$ cat src/rtl/core/sbmd_pkg.sv
// ----------------------------------------------------------------------------
// sbmd_pkg: shared types and constants of the basic-mode serial deframer
// Event codes, the event record passed from front to back, framing constants.
// ----------------------------------------------------------------------------
`default_nettype none

package sbmd_pkg;

  localparam int unsigned BYTE_W = 8;
  localparam int unsigned POS_W  = 16;
  localparam int unsigned STAT_W = 32;
  localparam int unsigned CFG_INDEX_W = 2;

  localparam logic [BYTE_W-1:0] ESC_FLIP      = 8'h10;
  localparam logic [POS_W-1:0]  POS_MAX       = 16'hFFFF;
  localparam logic [POS_W-1:0]  MIN_FRAME_LEN = 16'd7;
  localparam logic [POS_W-1:0]  HEADER_LEN    = 16'd3;

  localparam logic [BYTE_W-1:0] START_CODE_RST  = 8'hA0;
  localparam logic [BYTE_W-1:0] STOP_CODE_RST   = 8'hA5;
  localparam logic [BYTE_W-1:0] ESCAPE_CODE_RST = 8'hAA;

  // Event queue between front and back
  localparam int unsigned QDEPTH = 2;
  localparam int unsigned QPTR_W = $clog2(QDEPTH);
  localparam int unsigned QCNT_W = $clog2(QDEPTH + 1);

  typedef enum logic [1:0] {
    EV_DATA  = 2'd0,
    EV_GOOD  = 2'd1,
    EV_BAD   = 2'd2,
    EV_ABORT = 2'd3
  } ev_kind_t;

  typedef enum logic [CFG_INDEX_W-1:0] {
    REG_START  = 2'd0,
    REG_STOP   = 2'd1,
    REG_ESCAPE = 2'd2
  } reg_index_t;

  typedef struct packed {
    ev_kind_t          kind;
    logic [BYTE_W-1:0] data;
    logic [POS_W-1:0]  pos;
  } ev_t;

endpackage

`default_nettype wire

$ cat src/rtl/core/sbmd_front.sv
// ----------------------------------------------------------------------------
// sbmd_front: byte classifier and frame parser
// Strips start, stop and escape framing and emits one event per byte at most.
// ----------------------------------------------------------------------------
`default_nettype none

module sbmd_front import sbmd_pkg::*; (
  input  wire logic                   clk,
  input  wire logic                   rst,
  input  wire logic                   cfg_wr,
  input  wire logic [CFG_INDEX_W-1:0] cfg_index,
  input  wire logic [BYTE_W-1:0]      cfg_data,
  input  wire logic                   in_take,
  input  wire logic [BYTE_W-1:0]      rx_byte,
  output logic                        ev_valid,
  output ev_t                         ev
);

  typedef enum logic [1:0] {
    PH_IDLE  = 2'd0,
    PH_FRAME = 2'd1,
    PH_ESC   = 2'd2,
    PH_DONE  = 2'd3
  } phase_t;

  phase_t             phase, phase_next;
  logic [POS_W-1:0]   frame_length, frame_length_next;
  logic [BYTE_W-1:0]  header_sum, header_sum_next;
  logic [BYTE_W-1:0]  body_sum, body_sum_next;
  logic [BYTE_W-1:0]  start_code, stop_code, escape_code;
  logic [BYTE_W-1:0]  data_val;
  logic               take_data;
  logic               good;

  assign good = (frame_length >= MIN_FRAME_LEN) && (header_sum == '0) && (body_sum == '0);

  always_comb begin
    phase_next        = phase;
    frame_length_next = frame_length;
    header_sum_next   = header_sum;
    body_sum_next     = body_sum;
    take_data         = 1'b0;
    data_val          = rx_byte;
    ev_valid          = 1'b0;
    ev                = '{kind: EV_DATA, data: '0, pos: frame_length};
    if (in_take) begin
      case (phase)
        PH_FRAME: begin
          if (rx_byte == escape_code) begin
            phase_next = PH_ESC;
          end else if (rx_byte == stop_code) begin
            ev_valid          = 1'b1;
            ev.kind           = good ? EV_GOOD : EV_BAD;
            phase_next        = PH_DONE;
            frame_length_next = '0;
            header_sum_next   = '0;
            body_sum_next     = '0;
          end else if (rx_byte == start_code) begin
            // restart: report the discarded length, open a fresh frame
            ev_valid          = 1'b1;
            ev.kind           = EV_ABORT;
            frame_length_next = '0;
            header_sum_next   = '0;
            body_sum_next     = '0;
          end else begin
            take_data = 1'b1;
          end
        end
        PH_ESC: begin
          phase_next = PH_FRAME;
          data_val   = rx_byte ^ ESC_FLIP;
          take_data  = 1'b1;
        end
        default: begin
          if (rx_byte == start_code) begin
            phase_next        = PH_FRAME;
            frame_length_next = '0;
            header_sum_next   = '0;
            body_sum_next     = '0;
          end else begin
            phase_next = PH_IDLE;
          end
        end
      endcase
      if (take_data) begin
        ev_valid = 1'b1;
        ev.kind  = EV_DATA;
        ev.data  = data_val;
        if (frame_length < HEADER_LEN) begin
          header_sum_next = header_sum + data_val;
        end else begin
          body_sum_next = body_sum + data_val;
        end
        if (frame_length != POS_MAX) begin
          frame_length_next = frame_length + POS_W'(1);
        end
      end
    end
  end

  always_ff @(posedge clk) begin
    if (rst) begin
      phase        <= PH_IDLE;
      frame_length <= '0;
      header_sum   <= '0;
      body_sum     <= '0;
      start_code   <= START_CODE_RST;
      stop_code    <= STOP_CODE_RST;
      escape_code  <= ESCAPE_CODE_RST;
    end else begin
      phase        <= phase_next;
      frame_length <= frame_length_next;
      header_sum   <= header_sum_next;
      body_sum     <= body_sum_next;
      if (cfg_wr) begin
        case (cfg_index)
          REG_START:  start_code  <= cfg_data;
          REG_STOP:   stop_code   <= cfg_data;
          REG_ESCAPE: escape_code <= cfg_data;
          default: ;
        endcase
      end
    end
  end

  // an escaped byte always becomes a data event
  a_esc_is_data: assert property (@(posedge clk) disable iff (rst)
    (in_take && phase == PH_ESC) |-> (ev_valid && ev.kind == EV_DATA))
    else $error("escaped byte did not yield a data event");

endmodule

`default_nettype wire

$ cat src/rtl/core/sbmd_queue.sv
// ----------------------------------------------------------------------------
// sbmd_queue: short event queue between parser and statistics stage
// Two entries, so the parser and the result side stall independently.
// ----------------------------------------------------------------------------
`default_nettype none

module sbmd_queue import sbmd_pkg::*; (
  input  wire logic clk,
  input  wire logic rst,
  input  wire logic wr_valid,
  input  wire ev_t  wr_ev,
  output logic      full,
  input  wire logic rd_ready,
  output logic      rd_valid,
  output ev_t       rd_ev
);

  ev_t               slots [QDEPTH];
  logic [QPTR_W-1:0] wr_ptr, rd_ptr;
  logic [QCNT_W-1:0] count;
  logic              rd_en;

  assign full     = (count == QCNT_W'(QDEPTH));
  assign rd_valid = (count != '0);
  assign rd_en    = rd_ready && rd_valid;
  assign rd_ev    = slots[rd_ptr];

  always_ff @(posedge clk) begin
    if (wr_valid) begin
      slots[wr_ptr] <= wr_ev;
    end
  end

  always_ff @(posedge clk) begin
    if (rst) begin
      wr_ptr <= '0;
      rd_ptr <= '0;
      count  <= '0;
    end else begin
      if (wr_valid) begin
        wr_ptr <= wr_ptr + QPTR_W'(1);
      end
      if (rd_en) begin
        rd_ptr <= rd_ptr + QPTR_W'(1);
      end
      case ({wr_valid, rd_en})
        2'b10:   count <= count + QCNT_W'(1);
        2'b01:   count <= count - QCNT_W'(1);
        default: count <= count;
      endcase
    end
  end

  a_no_overflow: assert property (@(posedge clk) disable iff (rst)
    wr_valid |-> !full)
    else $error("event written into a full queue");

  a_count_bound: assert property (@(posedge clk) disable iff (rst)
    count <= QCNT_W'(QDEPTH))
    else $error("queue fill count out of range");

endmodule

`default_nettype wire

$ cat src/rtl/core/sbmd_back.sv
// ----------------------------------------------------------------------------
// sbmd_back: statistics counters and result register
// Takes events in order, updates the counters and presents one result.
// ----------------------------------------------------------------------------
`default_nettype none

module sbmd_back import sbmd_pkg::*; #(
  parameter int unsigned COUNT_WIDTH = 32
) (
  input  wire logic              clk,
  input  wire logic              rst,
  input  wire logic              ev_valid,
  input  wire ev_t               ev,
  output logic                   ev_take,
  output logic                   empty,
  input  wire logic              pop,
  output logic [1:0]             event_kind,
  output logic [BYTE_W-1:0]      data_byte,
  output logic [POS_W-1:0]       byte_position,
  output logic [STAT_W-1:0]      frames_received,
  output logic [STAT_W-1:0]      frames_valid,
  output logic [STAT_W-1:0]      checksum_errors,
  output logic [STAT_W-1:0]      bytes_received
);

  logic                   out_valid;
  logic [COUNT_WIDTH-1:0] received_count, received_count_next;
  logic [COUNT_WIDTH-1:0] valid_count, valid_count_next;
  logic [COUNT_WIDTH-1:0] error_count, error_count_next;
  logic [COUNT_WIDTH-1:0] byte_total, byte_total_next;

  assign empty   = !out_valid;
  assign ev_take = ev_valid && (!out_valid || pop);

  always_comb begin
    received_count_next = received_count;
    valid_count_next    = valid_count;
    error_count_next    = error_count;
    byte_total_next     = byte_total;
    case (ev.kind)
      EV_GOOD: begin
        received_count_next = received_count + COUNT_WIDTH'(1);
        valid_count_next    = valid_count + COUNT_WIDTH'(1);
        byte_total_next     = byte_total + COUNT_WIDTH'(ev.pos);
      end
      EV_BAD: begin
        received_count_next = received_count + COUNT_WIDTH'(1);
        error_count_next    = error_count + COUNT_WIDTH'(1);
      end
      default: ;
    endcase
  end

  always_ff @(posedge clk) begin
    if (rst) begin
      out_valid      <= 1'b0;
      received_count <= '0;
      valid_count    <= '0;
      error_count    <= '0;
      byte_total     <= '0;
    end else begin
      if (ev_take) begin
        out_valid      <= 1'b1;
        received_count <= received_count_next;
        valid_count    <= valid_count_next;
        error_count    <= error_count_next;
        byte_total     <= byte_total_next;
      end else if (pop) begin
        out_valid <= 1'b0;
      end
    end
  end

  always_ff @(posedge clk) begin
    if (ev_take) begin
      event_kind      <= ev.kind;
      data_byte       <= ev.data;
      byte_position   <= ev.pos;
      frames_received <= STAT_W'(received_count_next);
      frames_valid    <= STAT_W'(valid_count_next);
      checksum_errors <= STAT_W'(error_count_next);
      bytes_received  <= STAT_W'(byte_total_next);
    end
  end

  a_good_counts: assert property (@(posedge clk) disable iff (rst)
    (ev_take && ev.kind == EV_GOOD) |=>
      (received_count == $past(received_count) + COUNT_WIDTH'(1)))
    else $error("good frame did not advance the frame count");

  a_data_keeps_stats: assert property (@(posedge clk) disable iff (rst)
    (ev_take && (ev.kind == EV_DATA || ev.kind == EV_ABORT)) |=>
      ($stable(valid_count) && $stable(error_count) && $stable(received_count)))
    else $error("data or abort event changed the statistics");

  a_end_data_zero: assert property (@(posedge clk) disable iff (rst)
    (!empty && event_kind != EV_DATA) |-> (data_byte == '0))
    else $error("frame end result carries a data byte");

endmodule

`default_nettype wire

$ cat src/rtl/core/serial_basic_mode_deframer_unit.sv
// ----------------------------------------------------------------------------
// serial_basic_mode_deframer_unit: basic-mode serial deframer, top level
// Strips start/stop/escape framing from received bytes, reports every frame
// byte with its position and a good/bad/aborted verdict at each frame end,
// together with four wrapping statistics counters.
// ----------------------------------------------------------------------------
//
//  channel   | handshake           | beat carries
//  ----------+---------------------+-------------------------------------------
//  input     | push / full         | rx_byte
//  result    | pop / empty         | event_kind, data_byte, byte_position,
//            |                     | frames_received, frames_valid,
//            |                     | checksum_errors, bytes_received
//  config    | cfg_valid/cfg_ready | cfg_index, cfg_data
//
//  One byte is taken every cycle while full is low; the parser settles each
//  byte in the cycle it is taken. The edge that takes a byte writes any event
//  it yields into the event queue; the result register loads the event from
//  there once it is empty or being popped. Reset (rst, synchronous) returns the
//  codes to 0xA0/0xA5/0xAA, the parser to idle and every counter to zero.
//  full rises only once the two-entry event queue is occupied while the result
//  register waits for pop. cfg_ready is always high.
// ----------------------------------------------------------------------------
`default_nettype none

module serial_basic_mode_deframer_unit import sbmd_pkg::*; #(
  parameter int unsigned COUNT_WIDTH = 32
) (
  input  wire logic                   clk,
  input  wire logic                   rst,
  // byte input
  input  wire logic                   push,
  output logic                        full,
  input  wire logic [BYTE_W-1:0]      rx_byte,
  // results
  input  wire logic                   pop,
  output logic                        empty,
  output logic [1:0]                  event_kind,
  output logic [BYTE_W-1:0]           data_byte,
  output logic [POS_W-1:0]            byte_position,
  output logic [STAT_W-1:0]           frames_received,
  output logic [STAT_W-1:0]           frames_valid,
  output logic [STAT_W-1:0]           checksum_errors,
  output logic [STAT_W-1:0]           bytes_received,
  // register writes
  input  wire logic                   cfg_valid,
  output logic                        cfg_ready,
  input  wire logic [CFG_INDEX_W-1:0] cfg_index,
  input  wire logic [BYTE_W-1:0]      cfg_data
);

  logic in_take;
  logic front_ev_valid;
  ev_t  front_ev;
  logic q_rd_valid;
  ev_t  q_rd_ev;
  logic back_take;

  // Register writes go straight into the code registers, so never hold the channel
  assign cfg_ready = 1'b1;

  // Accept a beat whenever the event queue has room
  assign in_take = push && !full;

  sbmd_front u_front (
    .clk       (clk),
    .rst       (rst),
    .cfg_wr    (cfg_valid && cfg_ready),
    .cfg_index (cfg_index),
    .cfg_data  (cfg_data),
    .in_take   (in_take),
    .rx_byte   (rx_byte),
    .ev_valid  (front_ev_valid),
    .ev        (front_ev)
  );

  // Decouple parsing from the result side
  sbmd_queue u_queue (
    .clk      (clk),
    .rst      (rst),
    .wr_valid (front_ev_valid),
    .wr_ev    (front_ev),
    .full     (full),
    .rd_ready (back_take),
    .rd_valid (q_rd_valid),
    .rd_ev    (q_rd_ev)
  );

  // Advance counters in event order and hold the result until popped
  sbmd_back #(
    .COUNT_WIDTH (COUNT_WIDTH)
  ) u_back (
    .clk             (clk),
    .rst             (rst),
    .ev_valid        (q_rd_valid),
    .ev              (q_rd_ev),
    .ev_take         (back_take),
    .empty           (empty),
    .pop             (pop),
    .event_kind      (event_kind),
    .data_byte       (data_byte),
    .byte_position   (byte_position),
    .frames_received (frames_received),
    .frames_valid    (frames_valid),
    .checksum_errors (checksum_errors),
    .bytes_received  (bytes_received)
  );

endmodule

`default_nettype wire
$ cat config.mk
export PLATFORM = sky130hd
export DESIGN_NAME = serial_basic_mode_deframer_unit
export DESIGN_NICKNAME = d
export VERILOG_FILES = /design/src/rtl/core/sbmd_pkg.sv /design/src/rtl/core/sbmd_front.sv /design/src/rtl/core/sbmd_queue.sv /design/src/rtl/core/sbmd_back.sv /design/src/rtl/core/serial_basic_mode_deframer_unit.sv
export SDC_FILE = /design/constraint.sdc
export NUM_CORES = 1
export LEC_CHECK = 0
export BUFFER_PORTS_ARGS = -buffer_cell sky130_fd_sc_hd__buf_2
export CAP_MARGIN = 20
export CORE_UTILIZATION = 51
export DETAILED_ROUTE_END_ITERATION = 10
export GPL_TIMING_DRIVEN = 0
export PLACE_DENSITY_LB_ADDON = 0.08
export SETUP_SLACK_MARGIN = 0.1
export SYNTH_ARGS = -nofsm -noshare
export SYNTH_HDL_FRONTEND = slang
export SYNTH_HIERARCHICAL = 1
export SYNTH_SLANG_ARGS = --single-unit
$ cat constraint.sdc
create_clock -name clk -period 7.23 [get_ports clk]
set_clock_uncertainty 0.05 [all_clocks]
set_input_delay 0.3615 -clock clk [delete_from_list [all_inputs] [get_ports clk]]
set_output_delay 0.3615 -clock clk [all_outputs]
set_load 0.02 [all_outputs]
==> results of run 1 <==
layout by cell type (no fill, tap or decap), drive strengths merged, types with 26 or more instances in the layout:
master / instances
o21ai: 26
xnor2: 127
nand3: 86
nor3: 45
mux2: 45
nand2: 157
edfxtp: 206
ha: 39
a21oi: 64
inv: 43
nand4: 39
clkbuf: 103
buf: 220
and3: 35
dfxtp: 192
nor2: 170
xor2: 128
layout make-up:
| class | instances | area, sq um |
|---|---|---|
| repair buffers | 183 | 1010 |
| clock buffers | 56 | 1150 |
| inverters | 43 | 161 |
| flip-flops and latches | 398 | 10000 |
| well taps | 461 | 577 |
| clock inverters | 20 | 277 |
| plain buffers | 84 | 374 |
| multi-input cells | 1183 | 7870 |
| fillers | 3059 | 14100 |
worst min-delay path, cell delays in order:
cell and delay, ps:
buf_2 110, nand2_1 50, nand3_1 70
cells in the mapped netlist, types with 10 or more instances:
library cell / n
a21o_1: 10
and4_1: 11
edfxtp_1: 206
nor4_1: 19
buf_2: 25
nand2_1: 155
xnor2_1: 127
or3_1: 21
o21ai_0: 23
nor3_1: 39
ha_1: 39
mux2i_1: 19
and2_1: 14
nor2_1: 170
dfxtp_1: 192
inv_1: 42
and3_1: 35
a21oi_1: 63
o211ai_1: 11
clkbuf_1: 47
nand3_1: 86
nand4_1: 38
mux2_2: 45
xor2_1: 128
routing by layer:
metal / part of all wire [%] / wire, um / vias to the layer above
li1: - / - / 6486
met1: 44 / 18200 / 6354
met2: 48 / 19900 / 319
met3: 4.3 / 1790 / 87
met4: 3.2 / 1330 / 0
met5: 0 / 0 / -
path summary, 6_finish.rpt:
kind,startpoint,endpoint,slack (ps)
max,flop,u_back/bytes_received[24],2930
min,cfg_data[7],u_front/stop_code[7],40
max reg2reg,flop,u_back/bytes_received[24],2930
min reg2reg,u_front/stop_code[1],u_front/stop_code[1],420
metrics by stage:
step / hold slack (ps) / setup WS [ps]
after floorplan: 381 / 582
after global placement: 406 / -2080
after detailed placement: 412 / 2980
after CTS: 18.0 / 2940
after global routing: 43.0 / 2730
final: 43.1 / 2930
power by group:
| part | internal, mW | switching, mW | total [mW] |
|---|---|---|---|
| sequential | 2.39 | 0.0115 | 2.40 |
| clock | 1.37 | 0.868 | 2.24 |
| combinational | 0.0624 | 0.133 | 0.195 |
kinds of logic after synthesis:
family / after synthesis / share of synthesized area (%)
AOI/OAI and AO/OA: 174 / 6.28
xor gates and xnor gates: 255 / 12.1
adders and majority gates: 42 / 2.97
buffers and inverters: 127 / 2.90
DFF: 398 / 54.4
muxes: 64 / 3.78
other: 1 / 0.0203
and+or+nand+nor: 647 / 17.5
==> results.py, run 1 <==
metrics = {
    "floorplanning": {
        "ioPinCount": 180,
        "die_h_um": 192,
        "fp.dieW_um": 192,
        "coreArea_sq_um": 35600,
        "start_util_pct": 51.8,
        "row_count": 69,
        "die_area_sq_um": 36900,
    },
    "logic_synthesis": {
        "synth_ff_type": "edfxtp_1",
        "yosys_register_bits": 398,
        "async_flop_share_pct": 0,
        "netlist_instances": 1708,
        "syn-num-nets": 1773,
        "synth_top_cell_area_share_pct": 33.6,
        "synth_top_cell_by_area": "edfxtp_1",
        "syn_area_per_cell_sq_um": 10.8,
        "synth_area_sq_um": 18400,
        "ys_seq_area_share_pct": 54.4,
        "synth_edf_count": 206,
        "yosysUniqueCellTypes": 82,
        "synth.area.top_cells": "edfxtp_1 (34%), dfxtp_1 (21%), xor2_1 (6.1%), xnor2_1 (6.0%), nor2_1 (3.5%)",
        "ys_warn_count": 6,
    },
    "timing": {
        "hold_viol_final": 0,
        "final_max_slew_viol_count": 0,
        "tightestPinTransition_ps": 992,
        "fmax_mhz": 233,
        "fin_crit_sh_pct": 59.4,
        "relSlewSlack_pct": 33.3,
        "setup_viol": 0,
        "setup_tns_ps": 0,
        "min_period_ps": 4300,
        "rsz0062_at_grt": "no",
    },
    "finish": {
        "syn_to_final_growth_pct": 16.4,
        "fin_cells": 2428,
        "diodes": 0,
        "nNetsFinal": 2000,
        "postLayoutCellArea_sq_um": 21400,
        "largest_reg_flops": 52,
        "largest-register": "u_queue/slots",
        "final_core_util_pct": 60.3,
        "drive_gt1_share_pct": 17.9,
    },
    "outcome": {
        "status": "finished clean",
    },
    "global_route": {
        "grtUsageMet2_pct": 37.9,
        "grt_max_degree": 41,
        "gr-max-usage-layer": "met2",
        "grt.total_usage_pct": 22.3,
        "met1_usage_pct": 29.0,
        "grt-ovfl-total": 0,
        "grt_pass1_wl_um": 64700,
        "use_met3_pct": 2.87,
        "antenna_found_initial": 0,
        "grt_pass1_vias": 12400,
    },
    "power": {
        "p_leak_nw": 7.93,
        "p_per_area_nw_per_um2": 225,
        "power_mw": 4.83,
        "max-vdd-ir-drop_uv": 203,
    },
    "clock_network": {
        "htree_levels": 2,
        "cts_repair_resize_count": 0,
        "cts-root-buf": "clkbuf_16",
        "cts_setup_buffers": 0,
        "clock-sinks": 398,
        "clock_path_buffers": 3,
        "cts_tree": "built",
        "clk_latency_ps": 550,
        "postCtsHoldBufs": 0,
        "cts.reportedPaths.clkPinSlew_ps": 60,
        "numCtsBuffers": 42,
    },
    "worst_setup_path": {
        "required_ps": 7520,
        "path_buf_inv": 3,
        "crit_type": "flop to flop",
        "critPathTopFamily": "compound AO/OA/AOI/OAI gates",
        "worstPathArrival_ps": 4590,
        "cpMaxStageDelayCell": "a2111oi_1",
        "r2r_cells": 12,
        "slowest_delay_ps": 730,
        "path_max_fanout": 10,
        "crit_path_frequent_cell": "buf_2",
        "end_kind": "flop",
        "worst_setup_path_start_kind": "flop",
        "path_cells": "buf_2 > buf_2 > mux2_2 > ha_1 > fa_1 > a21o_1 > a2111oi_1 > o21bai_2 > a211oi_2 > buf_2 > nor4_1 > xnor2_1",
        "path_depth": 12,
    },
    "routing": {
        "routed_wl_um": 41300,
        "drtIter0Drc": 816,
        "wire_per_inst_um": 17.0,
        "post-route-drc-count": 0,
        "antenna_left": 0,
        "dr.pass1.iters": 5,
        "viasPerCell": 5.46,
        "vias": 13200,
    },
    "place": {
        "dp.cells": 2352,
        "place_hpwl_um": 29300,
        "place_area_sq_um": 20000,
        "gp_congestion": 0.887,
        "numPortBuffers": 177,
    },
    "hold_path": {
        "min_path_type": "input pin to flop",
        "hold_path_depth": 3,
    },
    "run": {
        "cap_violations": 0,
    },
}
Power figures use the tool's default switching activity.
==> inputs of run 2 (changes only) <==
==> constraint.sdc (replaced) <==
create_clock -name clk -period 3.91 [get_ports clk]
set_clock_uncertainty 0.05 [all_clocks]
set_input_delay 0.1955 -clock clk [delete_from_list [all_inputs] [get_ports clk]]
set_output_delay 0.1955 -clock clk [all_outputs]
set_load 0.02 [all_outputs]
==> results.py, run 2 (synthesis results as in run 1) <==
metrics = {
    "outcome": {
        "status": "finished clean",
    },
    "routing": {
        "dr.pass1.iters": 5,
        "viasPerCell": 5.38,
        "antenna_left": 0,
        "wire_per_inst_um": 16.8,
        "post-route-drc-count": 0,
        "drtIter0Drc": 758,
        "vias": 13100,
        "routed_wl_um": 40900,
    },
    "worst_setup_path": {
        "crit_type": "flop to flop",
        "required_ps": 4150,
        "r2r_cells": 12,
        "reg2reg_slack_ps": 340,
        "r2r-end": "u_back/bytes_received[26]",
        "path_max_fanout": 10,
        "worstSetupEndpoint": "u_back/bytes_received[26]",
        "worstPathArrival_ps": 3810,
        "end_kind": "flop",
        "worst_setup_path_start_kind": "flop",
    },
    "finish": {
        "diodes": 0,
        "fin_cells": 2436,
        "final_common_cell": "edfxtp_1",
        "mostFrequentLayoutCells": "edfxtp_1 (206), buf_2 (199), dfxtp_1 (192), nor2_1 (168), nand2_1 (155)",
        "largest-register": "u_queue/slots",
        "drive_gt1_share_pct": 17.7,
        "largest_reg_flops": 52,
        "final_core_util_pct": 60.2,
        "syn_to_final_growth_pct": 16.1,
        "nNetsFinal": 2007,
    },
    "global_route": {
        "grt_max_degree": 89,
        "grt-ovfl-total": 0,
        "grt_pass1_vias": 12500,
        "grt.total_usage_pct": 22.4,
        "antenna_found_initial": 0,
        "grt_pass1_wl_um": 65200,
    },
    "floorplanning": {
        "die_h_um": 192,
        "die_area_sq_um": 36900,
        "ioPinCount": 180,
        "fp.dieW_um": 192,
        "coreArea_sq_um": 35600,
        "start_util_pct": 51.8,
        "row_count": 69,
    },
    "timing": {
        "rsz0062_at_grt": "no",
        "hold_viol_final": 0,
        "tightestPinTransition_ps": 984,
        "relSlewSlack_pct": 33.9,
        "fin_crit_sh_pct": 91.2,
        "setup_viol": 0,
        "final_max_slew_viol_count": 0,
        "whs_ps": 36.8,
        "min_period_ps": 3570,
        "fmax_mhz": 280,
        "setup_tns_ps": 0,
    },
    "clock_network": {
        "cts_setup_buffers": 0,
        "cts.reportedPaths.clkPinSlew_ps": 60,
        "cts-root-buf": "clkbuf_16",
        "htree_levels": 2,
        "clock-sinks": 398,
        "cts_tree": "built",
        "clk_latency_ps": 550,
        "numCtsBuffers": 41,
        "clock_path_buffers": 3,
    },
    "power": {
        "p_leak_nw": 7.90,
        "p_per_area_nw_per_um2": 397,
        "max-vdd-ir-drop_uv": 305,
    },
    "place": {
        "gp_congestion": 0.893,
        "place_hpwl_um": 28600,
        "dp.cells": 2349,
        "numPortBuffers": 177,
    },
    "hold_path": {
        "min_path_type": "input pin to flop",
        "holdCritStartpoint": "cfg_index[1]",
    },
    "run": {
        "cap_violations": 0,
    },
}
==> run 2: cell types whose count changed in the layout (fill, tap and decap cells not counted), moves of 2 or more <==
cell           change
dlygate4sd3_1     +11
bufinv_16          -6
buf_2              -4
buf_12             -3
clkinv_2           +3
buf_6              +2
clkinv_1           +2
inv_4              +2
==> run 2: worst min path at each step <==
stage	cells after the start	slack, ps	to
2_1_floorplan	1	210	u_queue/count[1]
3_3_place_gp	2	400	u_front/stop_code[3]
3_5_place_dp	2	410	u_front/stop_code[1]
4_1_cts	4	20	u_front/stop_code[6]
5_1_grt	4	70	u_front/stop_code[1]
6_report	4	40	u_front/stop_code[1]
==> run 2: final cells by class <==
| type | instances | area [sq um] |
|---|---|---|
| fill | 3028 | 14200 |
| sequential | 398 | 10000 |
| timing repair buffer | 191 | 1070 |
| clock inverter | 20 | 124 |
| inverter | 43 | 161 |
| clock buffer | 56 | 1140 |
| multi-input combinational | 1183 | 7890 |
| buffer | 84 | 405 |
| tap | 461 | 577 |
==> run 2: routing by layer <==
metal	wire, um	GRT usage (%)	vias up
li1	-	-	6488
met1	18300	29.7	6264
met2	19900	38.1	298
met3	1830	3.18	64
met4	903	6.27	0
met5	0	0	-
==> run 2: critical path: stages (launching register included) <==
cell and delay (ps):
dfxtp_1 300, clkbuf_4 200, buf_6 190, mux2_2 370
ha_1 230, fa_1 420, a21o_1 240, a2111oi_4 370
o21bai_2 180, a211oi_4 290, nor2_2 140, and3_1 180
xor2_1 140
==> run 2: power by group <==
| group | internal [mW] | total, mW | switching [mW] | leakage (nW) |
|---|---|---|---|---|
| Clock | 2.12 | 3.70 | 1.58 | 0.625 |
| Sequential | 4.41 | 4.43 | 0.0211 | 3.38 |
| Combinational | 0.121 | 0.367 | 0.246 | 3.90 |
==> run 2: what timing repair did <==
action,in CTS,in global routing
hold buffers,11,0
gates resized for setup,5,8
cloned,0,0
endpoints found under the hold margin,32,0
pin swaps,0,2
setup endpoints to repair,19,18
==> run 2: per-stage QoR <==
step | setup WS, ps | area [sq um] | power (mW)
floorplan | 447 | 18400 | 4.75
global placement | -406 | 19900 | 4.88
detailed placement | -192 | 20000 | 4.88
CTS | 142 | 21400 | 8.59
global route | 155 | 21400 | 8.79
finish | 344 | 21400 | 8.50
